--- src/s3sq_pkg.sv ---
// Shared constants, control word types and the microcode program for the lattice point counter.
package s3sq_pkg;

    // Width of the distance input and the derived datapath widths.
    localparam int DIST_BITS  = 16;
    localparam int HALF_BITS  = (DIST_BITS + 1) / 2;
    localparam int ROOT_BITS  = HALF_BITS + 2;
    localparam int SQ_BITS    = 2 * HALF_BITS + 2;
    localparam int COUNT_BITS = 18;
    localparam int WEIGHT_BITS = 6;
    localparam int PC_BITS    = 4;

    localparam logic [COUNT_BITS-1:0] COUNT_MAX = {COUNT_BITS{1'b1}};

    // Variant counts for one ordered triple x >= y >= z >= 0.
    localparam logic [WEIGHT_BITS-1:0] W_AXIS   = WEIGHT_BITS'(6);
    localparam logic [WEIGHT_BITS-1:0] W_DIAG2  = WEIGHT_BITS'(3 * 4);
    localparam logic [WEIGHT_BITS-1:0] W_PLANE  = WEIGHT_BITS'(3 * 4 * 2);
    localparam logic [WEIGHT_BITS-1:0] W_DIAG3  = WEIGHT_BITS'(2 * 2 * 2);
    localparam logic [WEIGHT_BITS-1:0] W_PAIR   = WEIGHT_BITS'(3 * 2 * 4);
    localparam logic [WEIGHT_BITS-1:0] W_GENERAL = WEIGHT_BITS'(6 * 2 * 2 * 2);

    // Datapath operations, one per control word.
    typedef enum logic [3:0] {
        OP_NONE,
        OP_INIT,
        OP_DEC_Z0,
        OP_LOAD_Y0,
        OP_LOAD_R,
        OP_DEC_Z,
        OP_ACCUM,
        OP_INC_Y,
        OP_INC_X,
        OP_SET_ONE,
        OP_FINISH
    } t_op;

    // Jump conditions.
    typedef enum logic [2:0] {
        C_NEVER,
        C_ALWAYS,
        C_M_ZERO,
        C_XSQ_GT_M,
        C_Z0SQ_GT_REST,
        C_Y_DONE,
        C_ZSQ_GT_R
    } t_cond;

    typedef logic [PC_BITS-1:0] t_pc;

    // One control word: operation, jump condition, jump target, and whether
    // the operation is gated by the condition.
    typedef struct packed {
        t_op   op;
        t_cond cond;
        t_pc   target;
        logic  op_on_jump;
    } t_uword;

    // Step addresses of the program.
    localparam t_pc S_START = t_pc'(0);
    localparam t_pc S_XCHK  = t_pc'(1);
    localparam t_pc S_ZA    = t_pc'(2);
    localparam t_pc S_Y0    = t_pc'(3);
    localparam t_pc S_YC    = t_pc'(4);
    localparam t_pc S_YR    = t_pc'(5);
    localparam t_pc S_ZB    = t_pc'(6);
    localparam t_pc S_ACC   = t_pc'(7);
    localparam t_pc S_YN    = t_pc'(8);
    localparam t_pc S_XN    = t_pc'(9);
    localparam t_pc S_ONE   = t_pc'(10);
    localparam t_pc S_FIN   = t_pc'(11);

    // Program ROM. Unused addresses finish the request.
    function automatic t_uword ucode(input t_pc pc);
        t_uword w;
        begin
            unique case (pc)
                S_START: w = '{OP_INIT,    C_M_ZERO,       S_ONE,   1'b0};
                S_XCHK:  w = '{OP_NONE,    C_XSQ_GT_M,     S_FIN,   1'b0};
                S_ZA:    w = '{OP_DEC_Z0,  C_Z0SQ_GT_REST, S_ZA,    1'b1};
                S_Y0:    w = '{OP_LOAD_Y0, C_NEVER,        S_START, 1'b0};
                S_YC:    w = '{OP_NONE,    C_Y_DONE,       S_XN,    1'b0};
                S_YR:    w = '{OP_LOAD_R,  C_NEVER,        S_START, 1'b0};
                S_ZB:    w = '{OP_DEC_Z,   C_ZSQ_GT_R,     S_ZB,    1'b1};
                S_ACC:   w = '{OP_ACCUM,   C_NEVER,        S_START, 1'b0};
                S_YN:    w = '{OP_INC_Y,   C_ALWAYS,       S_YC,    1'b0};
                S_XN:    w = '{OP_INC_X,   C_ALWAYS,       S_XCHK,  1'b0};
                S_ONE:   w = '{OP_SET_ONE, C_ALWAYS,       S_FIN,   1'b0};
                default: w = '{OP_FINISH,  C_NEVER,        S_START, 1'b0};
            endcase
            return w;
        end
    endfunction

    // Number of sign and order variants of a triple x >= y >= z >= 0.
    function automatic logic [WEIGHT_BITS-1:0] variant_weight(
        input logic [ROOT_BITS-1:0] x,
        input logic [ROOT_BITS-1:0] y,
        input logic [ROOT_BITS-1:0] z
    );
        logic [WEIGHT_BITS-1:0] w;
        begin
            if (y == '0) begin
                w = W_AXIS;
            end else if (z == '0) begin
                w = (x == y) ? W_DIAG2 : W_PLANE;
            end else if (x == y && y == z) begin
                w = W_DIAG3;
            end else if (x == y || y == z) begin
                w = W_PAIR;
            end else begin
                w = W_GENERAL;
            end
            return w;
        end
    endfunction

endpackage

--- src/sum_of_three_squares_count.sv ---
// Top level: microcoded counter of cubic lattice points at a given squared distance.
//
// Usage: drive i_squared_distance and raise start while busy is low; the request
// is taken at that clock edge and busy rises on the next cycle. When the count is
// ready, o_done is high for exactly one cycle with o_point_count valid in that
// cycle, and busy falls at the same edge, so a new request may start right away.
// The receiver cannot stall the result; it must take it in the cycle it appears.
// The counter walks ordered triples x >= y >= z >= 0 with x*x+y*y+z*z = m, using
// incrementally updated squares and a z pointer that only walks downward.
// Each (x, y) pair with y <= x runs the steps YC, YR, ZB, ACC and YN, repeating
// ZB for each z decrement; each x value adds XCHK, ZA, Y0, the closing YC and XN,
// and the row root search walks z down from 256 once per request. The single
// program counter steps one control word per cycle.
// One request is in flight at a time. The count saturates at 262143.
// Reset (i_rst_n low, synchronous) clears busy and o_done and drops any request
// in flight; none is invented or accepted while reset is low.
module sum_of_three_squares_count
    import s3sq_pkg::*;
(
    input  logic                  i_clk,
    input  logic                  i_rst_n,
    input  logic                  start,
    output logic                  busy,
    input  logic [DIST_BITS-1:0]  i_squared_distance,
    output logic                  o_done,
    output logic [COUNT_BITS-1:0] o_point_count
);

    // Control state.
    logic r_busy, n_busy;
    logic r_done, n_done;
    t_pc  r_pc, n_pc;

    // Datapath registers.
    logic [DIST_BITS-1:0]  r_m, n_m;
    logic [ROOT_BITS-1:0]  r_x, n_x, r_y, n_y, r_z, n_z, r_z0, n_z0;
    logic [SQ_BITS-1:0]    r_xsq, n_xsq, r_ysq, n_ysq, r_zsq, n_zsq, r_z0sq, n_z0sq;
    logic [SQ_BITS-1:0]    r_rest, n_rest, r_r, n_r;
    logic [COUNT_BITS-1:0] r_total, n_total, r_count, n_count;

    t_uword               cw;
    logic                 take;
    logic                 op_en;
    logic                 hit;
    logic [SQ_BITS-1:0]   m_wide;
    logic [COUNT_BITS:0]  acc_sum;

    assign busy          = r_busy;
    assign o_done        = r_done;
    assign o_point_count = r_count;

    assign m_wide = SQ_BITS'(r_m);
    assign cw     = ucode(r_pc);

    // Jump condition evaluation.
    always_comb begin
        unique case (cw.cond)
            C_NEVER:        take = 1'b0;
            C_ALWAYS:       take = 1'b1;
            C_M_ZERO:       take = (r_m == '0);
            C_XSQ_GT_M:     take = (r_xsq > m_wide);
            C_Z0SQ_GT_REST: take = (r_z0sq > r_rest);
            C_Y_DONE:       take = (r_y > r_x) || (r_ysq > r_rest);
            C_ZSQ_GT_R:     take = (r_zsq > r_r);
            default:        take = 1'b0;
        endcase
    end

    assign op_en   = r_busy && (!cw.op_on_jump || take);
    assign hit     = (r_zsq == r_r) && (r_z <= r_y);
    assign acc_sum = {1'b0, r_total} + (COUNT_BITS + 1)'(variant_weight(r_x, r_y, r_z));

    // Sequencer and datapath next-value logic.
    always_comb begin
        n_busy  = r_busy;
        n_done  = 1'b0;
        n_pc    = r_pc;
        n_m     = r_m;
        n_x     = r_x;
        n_y     = r_y;
        n_z     = r_z;
        n_z0    = r_z0;
        n_xsq   = r_xsq;
        n_ysq   = r_ysq;
        n_zsq   = r_zsq;
        n_z0sq  = r_z0sq;
        n_rest  = r_rest;
        n_r     = r_r;
        n_total = r_total;
        n_count = r_count;

        if (!r_busy) begin
            // Idle: take a new request.
            if (start) begin
                n_busy = 1'b1;
                n_pc   = S_START;
                n_m    = i_squared_distance;
            end
        end else begin
            n_pc = take ? cw.target : r_pc + t_pc'(1);
        end

        if (op_en) begin
            unique case (cw.op)
                OP_NONE: begin
                end
                OP_INIT: begin
                    n_total = '0;
                    n_x     = '0;
                    n_xsq   = '0;
                    n_rest  = m_wide;
                    n_z0    = ROOT_BITS'(1) << HALF_BITS;
                    n_z0sq  = SQ_BITS'(1) << (2 * HALF_BITS);
                end
                OP_DEC_Z0: begin
                    // (z-1)^2 = z^2 - (2z - 1)
                    n_z0   = r_z0 - ROOT_BITS'(1);
                    n_z0sq = r_z0sq - ((SQ_BITS'(r_z0) << 1) - SQ_BITS'(1));
                end
                OP_LOAD_Y0: begin
                    n_y   = '0;
                    n_ysq = '0;
                    n_z   = r_z0;
                    n_zsq = r_z0sq;
                end
                OP_LOAD_R: begin
                    n_r = r_rest - r_ysq;
                end
                OP_DEC_Z: begin
                    n_z   = r_z - ROOT_BITS'(1);
                    n_zsq = r_zsq - ((SQ_BITS'(r_z) << 1) - SQ_BITS'(1));
                end
                OP_ACCUM: begin
                    if (hit) begin
                        n_total = acc_sum[COUNT_BITS] ? COUNT_MAX : acc_sum[COUNT_BITS-1:0];
                    end
                end
                OP_INC_Y: begin
                    // (y+1)^2 = y^2 + 2y + 1
                    n_y   = r_y + ROOT_BITS'(1);
                    n_ysq = r_ysq + (SQ_BITS'(r_y) << 1) + SQ_BITS'(1);
                end
                OP_INC_X: begin
                    n_x    = r_x + ROOT_BITS'(1);
                    n_xsq  = r_xsq + (SQ_BITS'(r_x) << 1) + SQ_BITS'(1);
                    n_rest = r_rest - ((SQ_BITS'(r_x) << 1) + SQ_BITS'(1));
                end
                OP_SET_ONE: begin
                    n_total = COUNT_BITS'(1);
                end
                OP_FINISH: begin
                    n_count = r_total;
                    n_done  = 1'b1;
                    n_busy  = 1'b0;
                end
                default: begin
                end
            endcase
        end
    end

    // State and datapath registers.
    always_ff @(posedge i_clk) begin
        if (!i_rst_n) begin
            r_busy <= 1'b0;
            r_done <= 1'b0;
            r_pc   <= S_START;
        end else begin
            r_busy <= n_busy;
            r_done <= n_done;
            r_pc   <= n_pc;
        end
        r_m     <= n_m;
        r_x     <= n_x;
        r_y     <= n_y;
        r_z     <= n_z;
        r_z0    <= n_z0;
        r_xsq   <= n_xsq;
        r_ysq   <= n_ysq;
        r_zsq   <= n_zsq;
        r_z0sq  <= n_z0sq;
        r_rest  <= n_rest;
        r_r     <= n_r;
        r_total <= n_total;
        r_count <= n_count;
    end

    // The result strobe lasts exactly one cycle.
    a_done_pulse: assert property (@(posedge i_clk) disable iff (!i_rst_n)
        o_done |=> !o_done)
        else $error("result strobe held longer than one cycle");

    // An accepted request makes the block busy on the next cycle.
    a_start_busy: assert property (@(posedge i_clk) disable iff (!i_rst_n)
        (start && !busy) |=> busy)
        else $error("accepted request did not raise busy");

    // The incrementally kept x^2 matches x while a row is being walked.
    a_xsq_track: assert property (@(posedge i_clk) disable iff (!i_rst_n)
        (r_busy && r_pc == S_YC) |-> (r_xsq == SQ_BITS'(SQ_BITS'(r_x) * SQ_BITS'(r_x))))
        else $error("x square out of step with x");

    // When the hit test runs, z has walked down to the floor root of the rest.
    a_z_floor: assert property (@(posedge i_clk) disable iff (!i_rst_n)
        (r_busy && r_pc == S_ACC) |-> (r_zsq <= r_r))
        else $error("z pointer above the square root of the rest");

    // A result appears only as the block leaves the busy state.
    a_done_idle: assert property (@(posedge i_clk) disable iff (!i_rst_n)
        o_done |-> (!busy && $past(busy)))
        else $error("result strobe without a request in flight");

endmodule

--- config.mk ---
export PLATFORM = sky130hd
export DESIGN_NAME = sum_of_three_squares_count
export DESIGN_NICKNAME = d
export VERILOG_FILES = /design/src/s3sq_pkg.sv /design/src/sum_of_three_squares_count.sv
export SDC_FILE = /design/constraint.sdc
export NUM_CORES = 1
export LEC_CHECK = 0
export ABC_AREA = 0
export ABC_CLOCK_PERIOD_IN_PS = 7100
export BUFFER_PORTS_ARGS = -buffer_cell sky130_fd_sc_hd__buf_2
export CAP_MARGIN = 10
export CORE_UTILIZATION = 58
export DETAILED_ROUTE_END_ITERATION = 12
export PLACE_DENSITY = 0.78
export RECOVER_POWER = 25
export SETUP_SLACK_MARGIN = 0.2
export SYNTH_ARGS = -nofsm -noshare
export SYNTH_HDL_FRONTEND = slang
export SYNTH_SLANG_ARGS = --single-unit
--- constraint.sdc ---
create_clock -name i_clk -period 7.1 [get_ports i_clk]
set_input_delay 0.355 -clock i_clk [delete_from_list [all_inputs] [get_ports i_clk]]
set_output_delay 0.355 -clock i_clk [all_outputs]
set_load 0.01 [all_outputs]
* Word level (Yosys, flattened, before mapping)
Memory sizes are Yosys's and may differ from the RTL's. A register that Yosys moved wholly into a read port is not among the register bits. Cells that the tools add are included.
Cells by class: $add $sub $neg 17, $mul 0, divide/modulo/power cells 0, magnitude comparators 6, equal/unequal tests 20, shift operators 0, mux-type cells 28, bitwise logic cells 1, reduce and logical (&&, ||, !) cells 25
Operator list (number):
- $pmux 18 s2 | 5
- $pmux 10 s2 | 4
- $gt 18x18->1 | 3
- $pmux 18 s3 | 1
- $sub 18x18->18 | 3
- $add 18x1->18 const B | 2
- $add 18x11->18 | 2
- $mux 18 | 2
- $mux 6 | 4
- $sub 11x1->12 const B | 2
- $add 10x1->10 const B | 2
- $eq 10x10->1 | 2
- $logic_not 10->1 | 2
- $mux 4 | 5
- $sub 10x1->10 const B | 2
- $add 18x6->19 | 1
- $eq 18x18->1 | 1
- $gt 18x16->1 | 1
- $sub 18x12->18 | 1
- $eq 4x3->1 const B | 4
- $logic_not 16->1 | 1
- $reduce_and 2->1 | 8
- $add 11x1->12 const B | 1
- $eq 4x4->1 const B | 3
- 19 further kinds | 35
Storage, ports and cells: register bits after elaboration 206, latch bits 0, RAM bits 0, bits in read-only memories 192, bits of input ports 19, output and inout port bits 20, word-level logic and storage cells 114, memories kept 1
Memory list:
- (no name shown) | words 16, bits a word 12, read ports 1, clocked after memory_dff 1, write ports 0, RTL line s3sq_pkg.sv:78 | unique case (pc)

* Longest topological paths before layout
Gate-level depths: netlist (run 1).
depth after elaboration 10, depth in mapped cells 18, gate-level depth less buffers 18

* Least setup slack after synthesis (run 1)
No wires, ideal clock.
path kind reg-to-reg, start point register r_rest[5], end point register r_z0[0], enable pin, library setup time 0.566 ns, arrival time 7.182 ns, slack -0.648 ns, cell stages (with the launch flop) 11, path buffers 0, cells stage by stage edfxtp_1 -> ha_1 -> a21o_1 -> or3_1 -> o21a_1 -> a221o_1 -> o221a_4 -> or3_4 -> nand3_1 -> nand2_1 -> a2111oi_0
On the way: cells in the longest elaborated chain, start to end 6, elaborated cells between the ends (all ways) 7, those cells by class order compare (2); mux (1); reduce/logical (4)
Ends and longest elaborated chain:
- start, declared | RTL line sum_of_three_squares_count.sv:38 | logic [SQ_BITS-1:0] r_rest, n_rest, r_r, n_r;
- start signal, assigned | RTL line sum_of_three_squares_count.sv:182 | r_rest <= n_rest;
- $gt 18x18->1 | RTL line sum_of_three_squares_count.sv:63 | C_Y_DONE: take = (r_y > r_x) || (r_ysq > r_rest);
- $logic_or 1x1->1 | RTL line sum_of_three_squares_count.sv:63
- $pmux 1 s6 (*) | RTL line sum_of_three_squares_count.sv:57 | unique case (cw.cond)
- $logic_or 1x1->1 (*) | RTL line sum_of_three_squares_count.sv:69 | assign op_en = r_busy && (!cw.op_on_jump || take);
- $logic_and 1x1->1 (*) | RTL line sum_of_three_squares_count.sv:69
- $reduce_and 2->1 (no line) (*)
- end signal, assigned | RTL line sum_of_three_squares_count.sv:177 | r_z0 <= n_z0;
- end, declared | RTL line sum_of_three_squares_count.sv:36 | logic [ROOT_BITS-1:0] r_x, n_x, r_y, n_y, r_z, n_z, r_z0, n_z0;
Every way passes the cells marked *; elsewhere a longest branch is shown, timed or not. A chain may end at the register's enable or synchronous reset.

* Final worst setup path (run 1)
start point register r_rest[11], end point register, netlist name cw[8]
On the way: cells in the longest elaborated chain, start to end 7, elaborated cells between the ends (all ways) 8, those cells by class order compare (2); mux (5); reduce/logical (1)
Ends and longest elaborated chain:
- $gt 18x18->1 | RTL line sum_of_three_squares_count.sv:63
- $logic_or 1x1->1 | RTL line sum_of_three_squares_count.sv:63
- $pmux 1 s6 (*) | RTL line sum_of_three_squares_count.sv:57
- $mux 4 (*) | RTL line sum_of_three_squares_count.sv:100 | n_pc = take ? cw.target : r_pc + t_pc'(1);
- $mux 4 (*) | RTL line sum_of_three_squares_count.sv:92 | if (!r_busy) begin
- $mux 4 (no line) (*) (2 in a row)
Marks and branches as above.

==> impl_metrics.sql, run 1 <==
INSERT INTO impl_metrics (metric_group, metric, value, unit) VALUES
('status', 'run_status', 'complete, but fails checks', ''),
('status', 'violated_checks', 'max-capacitance violations, max-slew violations', ''),
('sta', 'timing_hold_violations_final', '0', ''),
('die', 'core_footprint', '0.02511', 'mm^2'),
('cells_and_area', 'post_route_cells_drive_above_1_share', '5.612', '%'),
('global_routing', 'pin_count_of_the_biggest_net_entering_global_routing', '57', ''),
('clock_tree', 'cts.repair_timing.setup_buffer_count', '0', ''),
('synth', 'synth_enable_flop_cells', '200', ''),
('placed_design', 'dp_hpwl', '26340', 'um'),
('die', 'ios', '39', ''),
('sta', 'report.final.setup_viol', '0', ''),
('setup_path', 'timing.critical_path.from_type', 'flop', ''),
('sta', 'totalNegativeSetupSlack', '0', 'ns'),
('die', 'start_util', '58.98', '%'),
('cells_and_area', 'finalNetCount', '1761', ''),
('cells_and_area', 'commonest_non_fill_non_tap_cells_in_the_layout', '200 x sky130_fd_sc_hd__edfxtp_1, 168 x sky130_fd_sc_hd__ha_1, 145 x sky130_fd_sc_hd__inv_1, 121 x sky130_fd_sc_hd__nand2_1, 120 x sky130_fd_sc_hd__nor2_1', ''),
('synth', 'netlist-cell-type-count', '69', ''),
('sta', 'relSlewSlack', '-67.30', '%'),
('setup_path', 'reg2regPathDepth', '16', ''),
('synth', 'synthesis.nets', '1703', ''),
('sta', 'slew_viol_final', '57', ''),
('sta', 'final.period_utilization', '67.63', '%'),
('setup_path', 'slowest_delay', '0.76', 'ns'),
('cells_and_area', 'n_antenna_cell', '0', ''),
('die', 'die_width', '161.8', 'um'),
('detailed_routing', 'drt-wirelength-per-cell', '18.52', 'um'),
('setup_path', 'critPathCaptureType', 'flop', ''),
('synth', 'synth_sequential_area_ratio', '42.99', '%'),
('worst_hold_path', 'startpoint_of_the_most_critical_hold_path', 'i_rst_n', ''),
('detailed_routing', 'postRouteWirelength', '35490', 'um'),
('synth', 'synth_area_per_cell', '9.814', 'um^2'),
('placed_design', 'dp_slack', '2.315', 'ns'),
('synth', 'ys_async_sr_fraction', '0', '%'),
('synth', 'synth_flop_cell', 'sky130_fd_sc_hd__edfxtp_1', ''),
('clock_tree', 'path_clk_slew', '0.06', 'ns'),
('sta', 'rsz0062_at_grt', 'false', ''),
('run', 'max_cap_violations', '1', ''),
('detailed_routing', 'detail_route.drc_violations', '0', ''),
('clock_tree', 'clk_latency', '0.54', 'ns'),
('clock_tree', 'clock_sink_count', '218', ''),
('power_and_ir_drop', 'p_leak', '6.740', 'nW'),
('global_routing', 'grt_antenna_before_repair', '0', ''),
('setup_path', 'worst_ep_arrival_time', '5.21', 'ns'),
('synth', 'postSynthRegisterBits', '218', ''),
('setup_path', 'r2r_end', 'cw[8]', ''),
('detailed_routing', 'firstDrtPassIters', '5', ''),
('sta', 'min_period', '4.801', 'ns'),
('sta', 'maxClockFrequency', '0.2083', 'GHz'),
('clock_tree', 'ctsHtreeMaxLevel', '1', ''),
('setup_path', 'timing.critical_path.cells', 'inv_1 > ha_1 > and4_1 > and4_1 > a21oi_1 > o2111ai_1 > a21oi_1 > nor4b_1 > nand2_1 > a311oi_1 > nand2b_1 > inv_1 > ha_1 > or3_1 > o32ai_1 > a211oi_1', ''),
('clock_tree', 'cts_buffer_count', '26', ''),
('global_routing', 'track_usage', '27.58', '%'),
('synth', 'syn-instance-count', '1509', ''),
('global_routing', 'grt_pass1_vias', '11550', ''),
('setup_path', 'required', '7.51', 'ns'),
('power_and_ir_drop', 'power_density', '291.9', 'mW/mm^2'),
('placed_design', 'globalplace.congestion', '0.9159', ''),
('clock_tree', 'clock_tree_from_tritoncts', 'done', ''),
('clock_tree', 'cts.root.buffer_cell', 'sky130_fd_sc_hd__clkbuf_16', ''),
('synth', 'synthesis.area', '0.01481', 'mm^2'),
('die', 'chipHeight', '161.8', 'um'),
('worst_hold_path', 'hold_path_end', 'cw[2]', ''),
('clock_tree', 'cts-root-to-sink-buffers', '3', ''),
('detailed_routing', 'drt-initial-drc-count', '1152', ''),
('die', 'row_count', '58', ''),
('cells_and_area', 'synthToLayoutAreaGrowth', '10.54', '%'),
('global_routing', 'grt_first_pass_wirelength', '57730', 'um'),
('detailed_routing', 'num_vias', '11640', ''),
('sta', 'setup_slack', '2.299', 'ns'),
('power_and_ir_drop', 'irDropWorstVdd', '230.7', 'uV'),
('worst_hold_path', 'holdCritPathClass', 'in -> reg', '');
-- area by class of cell --
type	instances	area [um^2]
fill	2034	8740
sequential	218	6366
timing repair buffer	64	389.1
clock inverter	13	97.59
clock buffer	34	742.0
multi-input combinational	1112	7818
inverter	145	544.3
tap	330	412.9
-- worst max-delay path: cells and delay by family, from the launching register on --
kind,cells,cell delay [ns]
AND/OR/NAND/NOR,6,2.01
AO/OA/AOI/OAI,6,1.40
adder cells (fa/ha/maj),2,0.55
flip-flops,1,0.43
buffers and inverters,2,0.28
-- power breakdown --
group / internal (mW) / switching (mW)
Sequential: 1.66 / 0.205
Clock: 0.770 / 0.532
Combinational: 0.639 / 0.975
Total: 3.07 / 1.71
-- layer usage --
layer,global-route usage [%],share of wire (%),vias up
li1,-,-,5609
met1,36.44,43,5542
met2,46.22,47,401
met3,3.473,6.0,83
met4,10.68,3.8,0
met5,0,0,-
-- kinds of logic after synthesis --
| group | share of synthesized area [%] |
|---|---|
| compound gates | 13.85 |
| xor+xnor | 6.328 |
| fa+ha+maj | 15.14 |
| buf+inv | 4.596 |
| flops | 42.99 |
| mux | 0.4900 |
| simple gates | 16.61 |
-- what timing repair did --
| item | CTS | global route |
|---|---|---|
| endpoints found under the hold margin | 16 | 0 |
| resized for setup | 0 | 0 |
| hold buffers | 16 | 0 |
-- state kept, by name, indices dropped and copies added (netlist names) --
| signal | flops |
|---|---|
| busy | 1 |
| cw | 12 |
| o_done | 1 |
| o_point_count | 18 |
| r_m | 16 |
| r_pc | 4 |
| r_r | 18 |
| r_rest | 18 |
| r_total | 18 |
| r_x | 10 |
| r_xsq | 18 |
| r_y | 10 |
| r_ysq | 18 |
| r_z | 10 |
| r_z0 | 10 |
| r_z0sq | 18 |
| r_zsq | 18 |
-- through the flow --
stage,util [%],area (um^2),cells,hold slack [ns],total power [mW]
4_1_cts,65.34,16410,1916,0.1146,4.762
3_5_place_dp,61.36,15410,1853,0.4440,3.441
5_1_grt,65.19,16370,1916,0.1381,5.043
3_3_place_gp,61.36,15410,1853,0.4296,3.375
6_report,65.19,16370,1916,0.1304,4.778
2_1_floorplan,-,14820,1509,0.4003,3.005
-- cells in the mapped netlist, types with 27 or more instances --
library cell	count
sky130_fd_sc_hd__clkbuf_1	28
sky130_fd_sc_hd__a21o_1	27
sky130_fd_sc_hd__nor2_1	120
sky130_fd_sc_hd__nor3_1	51
sky130_fd_sc_hd__edfxtp_1	200
sky130_fd_sc_hd__nand3_1	39
sky130_fd_sc_hd__xnor2_1	73
sky130_fd_sc_hd__inv_1	145
sky130_fd_sc_hd__xor2_1	34
sky130_fd_sc_hd__ha_1	168
sky130_fd_sc_hd__nand2_1	121
sky130_fd_sc_hd__a21oi_1	91
sky130_fd_sc_hd__o21ai_0	98
-- how the worst max path moves through the flow --
| stage | startpoint | slack [ns] | cells past startpoint | to |
|---|---|---|---|---|
| after floorplan | r_rest[5] | 0.70 | 10 | r_z0[0] |
| after global placement | r_xsq[11] | 2.55 | 15 | cw[8] |
| after detailed placement | r_xsq[11] | 2.32 | 15 | cw[8] |
| after CTS | r_xsq[12] | 2.29 | 15 | cw[8] |
| after global routing | r_rest[11] | 1.90 | 16 | cw[8] |
| final | r_rest[11] | 2.30 | 16 | cw[8] |
No activity file was read; power rests on OpenSTA's default activity.
==> run 2: changes to the inputs <==
- ABC_AREA: 0 -> 1
- ABC_CLOCK_PERIOD_IN_PS: 7100 -> 4100
- clock period: 7.1 -> 4.1 ns (I/O delays scaled with it)
==> impl_metrics.sql, run 2 <==
INSERT INTO impl_metrics (metric_group, metric, value, unit) VALUES
('die', 'ios', '39', ''),
('power_and_ir_drop', 'p_int', '5.135', 'mW'),
('sta', 'rsz0062_at_grt', 'false', ''),
('power_and_ir_drop', 'power_density', '485.7', 'mW/mm^2'),
('clock_tree', 'clk_latency', '0.53', 'ns'),
('synth', 'yosys.cell_count.top_type', 'sky130_fd_sc_hd__nand2_1', ''),
('setup_path', 'critical-path-top-delay-family', 'simple AND/OR/NAND/NOR gates', ''),
('synth', 'synthesis.nets', '1974', ''),
('cells_and_area', 'fillCellCount', '2085', ''),
('global_routing', 'grt_first_pass_wirelength', '59330', 'um'),
('setup_path', 'timing.critical_path.from_type', 'flop', ''),
('power_and_ir_drop', 'power.share.combinational', '34.7', '%'),
('setup_path', 'crit_fanout', '9', ''),
('detailed_routing', 'drt-initial-drc-count', '986', ''),
('clock_tree', 'cts_buffer_count', '25', ''),
('setup_path', 'cp_slowest_cell', 'sky130_fd_sc_hd__edfxtp_1', ''),
('synth', 'synth_flop_cell', 'sky130_fd_sc_hd__edfxtp_1', ''),
('synth', 'synth_top_cells_by_count', '342 x sky130_fd_sc_hd__nand2_1, 249 x sky130_fd_sc_hd__inv_1, 200 x sky130_fd_sc_hd__edfxtp_1', ''),
('detailed_routing', 'num_vias', '12510', ''),
('detailed_routing', 'drt-wirelength-per-cell', '16.58', 'um'),
('synth', 'syn-instance-count', '1780', ''),
('detailed_routing', 'ant_nets', '0', ''),
('worst_hold_path', 'hold_path_end', 'busy', ''),
('power_and_ir_drop', 'netSwitchingFraction', '37.21', '%'),
('setup_path', 'reg2regPathDepth', '20', ''),
('synth', 'synth_sequential_area_ratio', '42.03', '%'),
('clock_tree', 'ctsHtreeMaxLevel', '1', ''),
('clock_tree', 'clock_tree_from_tritoncts', 'done', ''),
('power_and_ir_drop', 'switchingPower', '3.042', 'mW'),
('synth', 'postSynthRegisterBits', '218', ''),
('synth', 'synth_warnings', '0', ''),
('worst_hold_path', 'startpoint_of_the_most_critical_hold_path', 'start', ''),
('status', 'violated_checks', 'max-capacitance violations, max-slew violations', ''),
('power_and_ir_drop', 'p_leak', '7.597', 'nW'),
('detailed_routing', 'vias_cell', '5.641', ''),
('global_routing', 'pin_count_of_the_biggest_net_entering_global_routing', '47', ''),
('synth', 'synthTopCellsByArea', 'sky130_fd_sc_hd__edfxtp_1 40%, sky130_fd_sc_hd__ha_1 14%, sky130_fd_sc_hd__nand2_1 8.5%', ''),
('status', 'run_status', 'complete, but fails checks', ''),
('sta', 'totalNegativeSetupSlack', '0', 'ns'),
('power_and_ir_drop', 'power.sequential.fraction', '39.3', '%'),
('sta', 'min_period', '3.670', 'ns'),
('setup_path', 'rr_startpoint', 'r_y[9]', ''),
('setup_path', 'slowest_delay', '0.44', 'ns'),
('global_routing', 'grt_pass1_vias', '12130', ''),
('die', 'chipHeight', '163.6', 'um'),
('run', 'max_cap_violations', '1', ''),
('sta', 'timing_hold_violations_final', '0', ''),
('placed_design', 'placement.io_buffers', '38', ''),
('sta', 'relSlewSlack', '-22.42', '%'),
('sta', 'clock-skew-final', '0.01766', 'ns'),
('cells_and_area', 'n_antenna_cell', '0', ''),
('cells_and_area', 'commonest_non_fill_non_tap_cells_in_the_layout', '342 x sky130_fd_sc_hd__nand2_1, 247 x sky130_fd_sc_hd__inv_1, 200 x sky130_fd_sc_hd__edfxtp_1, 168 x sky130_fd_sc_hd__nor2_1, 168 x sky130_fd_sc_hd__ha_1', ''),
('worst_hold_path', 'hold_path_depth', '5', ''),
('synth', 'synth.largest_area_cell', 'sky130_fd_sc_hd__edfxtp_1', ''),
('setup_path', 'worst_ep_arrival_time', '4.01', 'ns'),
('cells_and_area', 'post_route_cells_drive_above_1_share', '6.409', '%'),
('synth', 'synthesis.area', '0.01515', 'mm^2'),
('die', 'die_width', '163.6', 'um'),
('synth', 'ys_async_sr_fraction', '0', '%'),
('setup_path', 'rrSetupSlack', '0.43', 'ns'),
('setup_path', 'timing_worst_setup_path_type', 'reg -> reg', ''),
('cells_and_area', 'cell_area_after_layout', '0.01683', 'mm^2'),
('detailed_routing', 'postRouteWirelength', '36780', 'um'),
('setup_path', 'crit_path_frequent_cell', 'sky130_fd_sc_hd__nand2_1', ''),
('detailed_routing', 'detail_route.drc_violations', '0', ''),
('sta', 'slew_at_the_pin_closest_to_its_max_slew_limit', '1.836', 'ns'),
('clock_tree', 'cts-root-to-sink-buffers', '3', ''),
('die', 'die_area', '0.02676', 'mm^2'),
('setup_path', 'r2r_end', 'r_total[12]', ''),
('setup_path', 'timing.critical_path.cells', 'inv_1 > ha_1 > nand2_1 > nor3_1 > nand3_2 > a21oi_2 > nor2_1 > ha_1 > nand2_1 > inv_1 > nand3_1 > o21bai_2 > nand3_2 > nor2_4 > nand2_1 > nor2_1 > nand2_1 > nor2_1 > nand2_2 > o31ai_1', ''),
('synth', 'synth_top_area_share', '39.65', '%'),
('cells_and_area', 'layout_commonest_cell', 'sky130_fd_sc_hd__nand2_1', ''),
('clock_tree', 'clock_sink_count', '218', ''),
('global_routing', 'grt_antenna_before_repair', '0', ''),
('die', 'row_count', '58', ''),
('setup_path', 'critPathBufInv', '2', ''),
('synth', 'netlist-cell-type-count', '51', ''),
('placed_design', 'dp_hpwl', '27790', 'um'),
('power_and_ir_drop', 'irDropWorstVdd', '363.8', 'uV'),
('cells_and_area', 'finalNetCount', '2065', ''),
('sta', 'final.period_utilization', '89.51', '%'),
('placed_design', 'globalplace.congestion', '0.9310', ''),
('sta', 'report.final.setup_viol', '0', ''),
('synth', 'synth_area_per_cell', '8.509', 'um^2'),
('synth', 'synth_enable_flop_cells', '200', ''),
('setup_path', 'required', '4.44', 'ns'),
('setup_path', 'critPathCaptureType', 'flop', ''),
('global_routing', 'grt-ovfl-total', '0', ''),
('die', 'start_util', '59.63', '%'),
('clock_tree', 'path_clk_slew', '0.06', 'ns'),
('die', 'core_footprint', '0.02540', 'mm^2'),
('cells_and_area', 'synthToLayoutAreaGrowth', '11.15', '%'),
('placed_design', 'postPlaceCellArea', '0.01583', 'mm^2'),
('worst_hold_path', 'holdCritPathClass', 'in -> reg', ''),
('clock_tree', 'cts.root.buffer_cell', 'sky130_fd_sc_hd__clkbuf_16', ''),
('detailed_routing', 'firstDrtPassIters', '5', ''),
('global_routing', 'track_usage', '28.12', '%'),
('sta', 'maxClockFrequency', '0.2725', 'GHz'),
('sta', 'slew_viol_final', '41', ''),
('power_and_ir_drop', 'p_clk_share', '26.0', '%');
## run 2: cell count changes after synthesis, moves of 44 or more
| cell | delta |
|---|---|
| sky130_fd_sc_hd__a21oi_1 | +79 |
| sky130_fd_sc_hd__inv_1 | +104 |
| sky130_fd_sc_hd__nand2_1 | +221 |
| sky130_fd_sc_hd__nand3_1 | +48 |
| sky130_fd_sc_hd__nor2_1 | +48 |
| sky130_fd_sc_hd__xnor2_1 | -44 |
## run 2: what timing repair did
action	in CTS	in global routing
setup endpoints to repair	0	11
setup buffers	0	13
hold buffers	16	0
hold endpoints to repair	16	0
gates resized for setup	0	10
## run 2: layer usage
layer  up-vias  GRT usage, %  share of wire, %
met3        94         3.530               6.4
met2       439         46.80                47
met4         0         11.91               4.4
met1      5718         36.92                43
li1       6260             -                 -
met5         -             0                 0
## run 2: final cells by class
cell class	count	area [um^2]	area share, %
inverter	258	968.4	5.753
multi-input combinational	1286	7801	46.34
tap	330	412.9	2.453
sequential	218	6366	37.81
clock inverter	13	112.6	0.6689
clock buffer	31	648.1	3.850
timing repair buffer	82	525.5	3.122
## run 2: kinds of logic (layout without fill, tap and decap cells)
| group | after synthesis | count (layout) | synth area share (%) |
|---|---|---|---|
| fa+ha+maj | 175 | 175 | 14.80 |
| flops | 218 | 218 | 42.03 |
| compound gates | 358 | 358 | 13.01 |
| simple gates | 686 | 686 | 19.42 |
| buf+inv | 276 | 384 | 6.857 |
| xor+xnor | 67 | 67 | 3.874 |
## run 2: worst register-to-register path, cell delays in order, from the launching register on
cell and delay (ns):
sky130_fd_sc_hd__edfxtp_1 0.44, sky130_fd_sc_hd__inv_1 0.10, sky130_fd_sc_hd__ha_1 0.31, sky130_fd_sc_hd__nand2_1 0.09, sky130_fd_sc_hd__nor3_1 0.24, sky130_fd_sc_hd__nand3_2 0.18
sky130_fd_sc_hd__a21oi_2 0.20, sky130_fd_sc_hd__nor2_1 0.07, sky130_fd_sc_hd__ha_1 0.32, sky130_fd_sc_hd__nand2_1 0.07, sky130_fd_sc_hd__inv_1 0.07, sky130_fd_sc_hd__nand3_1 0.11
sky130_fd_sc_hd__o21bai_2 0.21, sky130_fd_sc_hd__nand3_2 0.14, sky130_fd_sc_hd__nor2_4 0.15, sky130_fd_sc_hd__nand2_1 0.13, sky130_fd_sc_hd__nor2_1 0.15, sky130_fd_sc_hd__nand2_1 0.10
sky130_fd_sc_hd__nor2_1 0.13, sky130_fd_sc_hd__nand2_2 0.14, sky130_fd_sc_hd__o31ai_1 0.13
## run 2: per-stage QoR
stage / total power [mW] / worst slack (ns) / instances / utilization (%) / hold slack, ns
CTS: 8.145 / 0.3890 / 2204 / 65.93 / 0.1015
global route: 8.689 / 0.1027 / 2218 / 66.28 / 0.1295
finish: 8.177 / 0.4300 / 2218 / 66.28 / 0.1116
floorplan: 5.229 / 0.2135 / 1780 / - / 0.3039
global placement: 5.924 / 0.5620 / 2144 / 62.31 / 0.3819
detailed placement: 6.005 / 0.4470 / 2144 / 62.31 / 0.3836
## run 2: power groups by stage
stage                     registers, mW  clock network (mW)  logic, mW
after floorplan                    3.11                   0       2.12
after global placement             3.24                   0       2.68
after detailed placement           3.25                   0       2.75
after CTS                          3.21                2.14       2.80
after global routing               3.24                2.22       3.23
final                              3.21                2.12       2.84
## run 2: how the worst max path moves through the flow
stage	cells after the start	startpoint	endpoint
floorplan	13	r_rest[0]	r_r[0]
global placement	20	r_y[9]	r_total[17]
detailed placement	20	r_y[9]	r_total[17]
CTS	20	r_y[9]	r_total[17]
global route	20	r_y[9]	r_total[12]
finish	20	r_y[9]	r_total[12]
==> run 3: changes to the inputs <==
- CORE_UTILIZATION: 58 -> 56
- PLACE_DENSITY: 0.78 -> 0.76
==> impl_metrics.sql, run 3 (synthesized netlist as in run 2, its figures left out) <==
INSERT INTO impl_metrics (metric_group, metric, value, unit) VALUES
('setup_path', 'required', '4.40', 'ns'),
('clock_tree', 'ctsHtreeMaxLevel', '1', ''),
('setup_path', 'r2r_end', 'r_total[17]', ''),
('placed_design', 'dp_hpwl', '27980', 'um'),
('cells_and_area', 'fillCellCount', '2173', ''),
('power_and_ir_drop', 'power.share.combinational', '33.5', '%'),
('status', 'run_status', 'complete, but fails checks', ''),
('placed_design', 'postPlaceCellArea', '0.01583', 'mm^2'),
('die', 'die_area', '0.02771', 'mm^2'),
('global_routing', 'grt-ovfl-total', '0', ''),
('global_routing', 'track_usage', '27.04', '%'),
('setup_path', 'cp_slowest_cell', 'sky130_fd_sc_hd__edfxtp_1', ''),
('die', 'row_count', '59', ''),
('worst_hold_path', 'holdCritPathClass', 'in -> reg', ''),
('die', 'chipHeight', '166.5', 'um'),
('worst_hold_path', 'hold_path_end', 'busy', ''),
('placed_design', 'globalplace.congestion', '0.9183', ''),
('detailed_routing', 'detail_route.drc_violations', '0', ''),
('power_and_ir_drop', 'netSwitchingFraction', '36.83', '%'),
('clock_tree', 'clk_latency', '0.55', 'ns'),
('detailed_routing', 'postRouteWirelength', '37200', 'um'),
('global_routing', 'grt_antenna_before_repair', '0', ''),
('worst_hold_path', 'hold_path_depth', '5', ''),
('global_routing', 'grt_pass1_vias', '12190', ''),
('worst_hold_path', 'startpoint_of_the_most_critical_hold_path', 'start', ''),
('sta', 'finalHoldWorstSlack', '0.06393', 'ns'),
('placed_design', 'placedCellCount', '2149', ''),
('status', 'violated_checks', 'max-capacitance violations, max-slew violations', ''),
('sta', 'timing_hold_violations_final', '0', ''),
('clock_tree', 'cts-root-to-sink-buffers', '3', ''),
('cells_and_area', 'final_cell_count_no_fill', '2217', ''),
('setup_path', 'critical_path_cell_count', '23', ''),
('sta', 'slew_at_the_pin_closest_to_its_max_slew_limit', '1.841', 'ns'),
('sta', 'min_period', '3.557', 'ns'),
('detailed_routing', 'vias_cell', '5.728', ''),
('run', 'max_cap_violations', '1', ''),
('clock_tree', 'clock_sink_count', '218', ''),
('setup_path', 'rr_startpoint', 'r_y[0]', ''),
('die', 'die_width', '166.5', 'um'),
('power_and_ir_drop', 'irDropWorstVdd', '368.7', 'uV'),
('detailed_routing', 'ant_nets', '0', ''),
('sta', 'setup_slack', '0.5431', 'ns'),
('setup_path', 'reg2regPathDepth', '23', ''),
('cells_and_area', 'n_antenna_cell', '0', ''),
('sta', 'slew_viol_final', '41', ''),
('global_routing', 'grt_first_pass_wirelength', '60130', 'um'),
('setup_path', 'crit_path_frequent_cell', 'sky130_fd_sc_hd__nand2_1', ''),
('setup_path', 'slowest_delay', '0.47', 'ns'),
('cells_and_area', 'commonest_non_fill_non_tap_cells_in_the_layout', '342 x sky130_fd_sc_hd__nand2_1, 248 x sky130_fd_sc_hd__inv_1, 200 x sky130_fd_sc_hd__edfxtp_1, 168 x sky130_fd_sc_hd__nor2_1, 168 x sky130_fd_sc_hd__ha_1', ''),
('power_and_ir_drop', 'p_int', '5.358', 'mW'),
('detailed_routing', 'num_vias', '12700', ''),
('setup_path', 'crit_fanout', '5', ''),
('sta', 'totalNegativeSetupSlack', '0', 'ns'),
('clock_tree', 'path_clk_slew', '0.06', 'ns'),
('setup_path', 'timing.critical_path.from_type', 'flop', ''),
('cells_and_area', 'synthToLayoutAreaGrowth', '11.49', '%'),
('setup_path', 'rrSetupSlack', '0.54', 'ns'),
('sta', 'maxClockFrequency', '0.2811', 'GHz'),
('sta', 'rsz0062_at_grt', 'true', ''),
('placed_design', 'placement.io_buffers', '38', ''),
('setup_path', 'critical-path-top-delay-family', 'simple AND/OR/NAND/NOR gates', ''),
('detailed_routing', 'drt-wirelength-per-cell', '16.78', 'um'),
('setup_path', 'critPathBufInv', '4', ''),
('global_routing', 'pin_count_of_the_biggest_net_entering_global_routing', '47', ''),
('setup_path', 'timing.critical_path.cells', 'inv_1 > ha_1 > nand3_1 > nor4_2 > buf_4 > inv_1 > nand2_1 > inv_1 > ha_1 > nand2_1 > nand2_1 > a21oi_1 > nor2_1 > o21ai_1 > nor2_1 > nand2_1 > nor2_1 > nand2_1 > nor2_2 > nand4_1 > xnor2_1 > nand2_1 > nand2_1', ''),
('setup_path', 'timing_worst_setup_path_type', 'reg -> reg', ''),
('die', 'ios', '39', ''),
('clock_tree', 'clock_tree_from_tritoncts', 'done', ''),
('die', 'core_footprint', '0.02628', 'mm^2'),
('sta', 'final.period_utilization', '86.75', '%'),
('setup_path', 'worst_ep_arrival_time', '3.86', 'ns'),
('clock_tree', 'cts.root.buffer_cell', 'sky130_fd_sc_hd__clkbuf_16', ''),
('power_and_ir_drop', 'p_clk_share', '28.5', '%'),
('power_and_ir_drop', 'power_density', '502.3', 'mW/mm^2'),
('die', 'start_util', '57.63', '%'),
('power_and_ir_drop', 'p_leak', '7.612', 'nW'),
('cells_and_area', 'post_route_cells_drive_above_1_share', '6.111', '%'),
('detailed_routing', 'drt-initial-drc-count', '1087', ''),
('sta', 'clock-skew-final', '0.02921', 'ns'),
('cells_and_area', 'cell_area_after_layout', '0.01689', 'mm^2'),
('power_and_ir_drop', 'switchingPower', '3.124', 'mW'),
('sta', 'relSlewSlack', '-22.72', '%'),
('power_and_ir_drop', 'power.sequential.fraction', '38.0', '%'),
('clock_tree', 'cts_buffer_count', '26', ''),
('setup_path', 'critPathCaptureType', 'flop', ''),
('cells_and_area', 'finalNetCount', '2057', ''),
('detailed_routing', 'firstDrtPassIters', '6', ''),
('sta', 'report.final.setup_viol', '0', ''),
('placed_design', 'dp_slack', '0.4086', 'ns'),
('cells_and_area', 'layout_commonest_cell', 'sky130_fd_sc_hd__nand2_1', '');
[run 3: cell types whose count changed in the layout (fill, tap and decap cells not counted), sizes merged]
cell,change
buf,-7
clkbuf,-5
bufinv,+3
clkinv,+2
clkinvlp,+2
inv,-1
[run 3: power groups by stage]
stage | clock, mW | sequential [mW] | combinational, mW
6_report | 2.42 | 3.22 | 2.84
5_1_grt | 2.52 | 3.25 | 3.21
4_1_cts | 2.43 | 3.21 | 2.81
3_5_place_dp | 0 | 3.26 | 2.76
3_3_place_gp | 0 | 3.24 | 2.69
2_1_floorplan | 0 | 3.11 | 2.12
[run 3: worst max-delay path by stage]
| stage | startpoint | end |
|---|---|---|
| finish | r_y[0] | r_total[17] |
| global route | r_y[8] | r_total[12] |
| CTS | r_z[0] | r_total[17] |
| detailed placement | r_z[0] | r_total[17] |
| global placement | r_y[0] | r_total[17] |
| floorplan | r_rest[0] | r_r[0] |
[run 3: what timing repair did]
| item | in CTS | in global routing |
|---|---|---|
| resized for setup | 0 | 5 |
| endpoints found under the hold margin | 16 | 0 |
| setup buffers | 0 | 5 |
| hold buffers | 16 | 0 |
| setup endpoints to repair | 0 | 10 |
[run 3: tightest hold or removal path, stage by stage]
cell                      delay (ns)
sky130_fd_sc_hd__buf_2          0.09
sky130_fd_sc_hd__nor2_1         0.10
sky130_fd_sc_hd__nor2_1         0.10
sky130_fd_sc_hd__nand2_1        0.06
sky130_fd_sc_hd__inv_1          0.04
[run 3: per-stage QoR]
stage,power [mW],util [%]
after floorplan,5.229,-
after global placement,5.932,60.24
after detailed placement,6.020,60.24
after CTS,8.450,64.22
after global routing,8.986,64.25
final,8.482,64.25
[run 3: layer usage]
layer / track usage, % / vias up / part of all wire, %
li1: - / 6247 / -
met1: 35.05 / 5870 / 43
met2: 45.47 / 482 / 46
met3: 2.994 / 101 / 6.4
met4: 12.72 / 0 / 4.8
met5: 0 / - / 0
[run 3: layout make-up]
cell class | count | area [um^2] | share of cell area (%)
Clock buffer | 28 | 658.1 | 3.897
Timing Repair Buffer | 73 | 465.4 | 2.756
Inverter | 258 | 968.4 | 5.735
Clock inverter | 19 | 227.7 | 1.349
Tap cell | 335 | 419.2 | 2.482
Sequential cell | 218 | 6366 | 37.70
Multi-Input combinational cell | 1286 | 7781 | 46.08
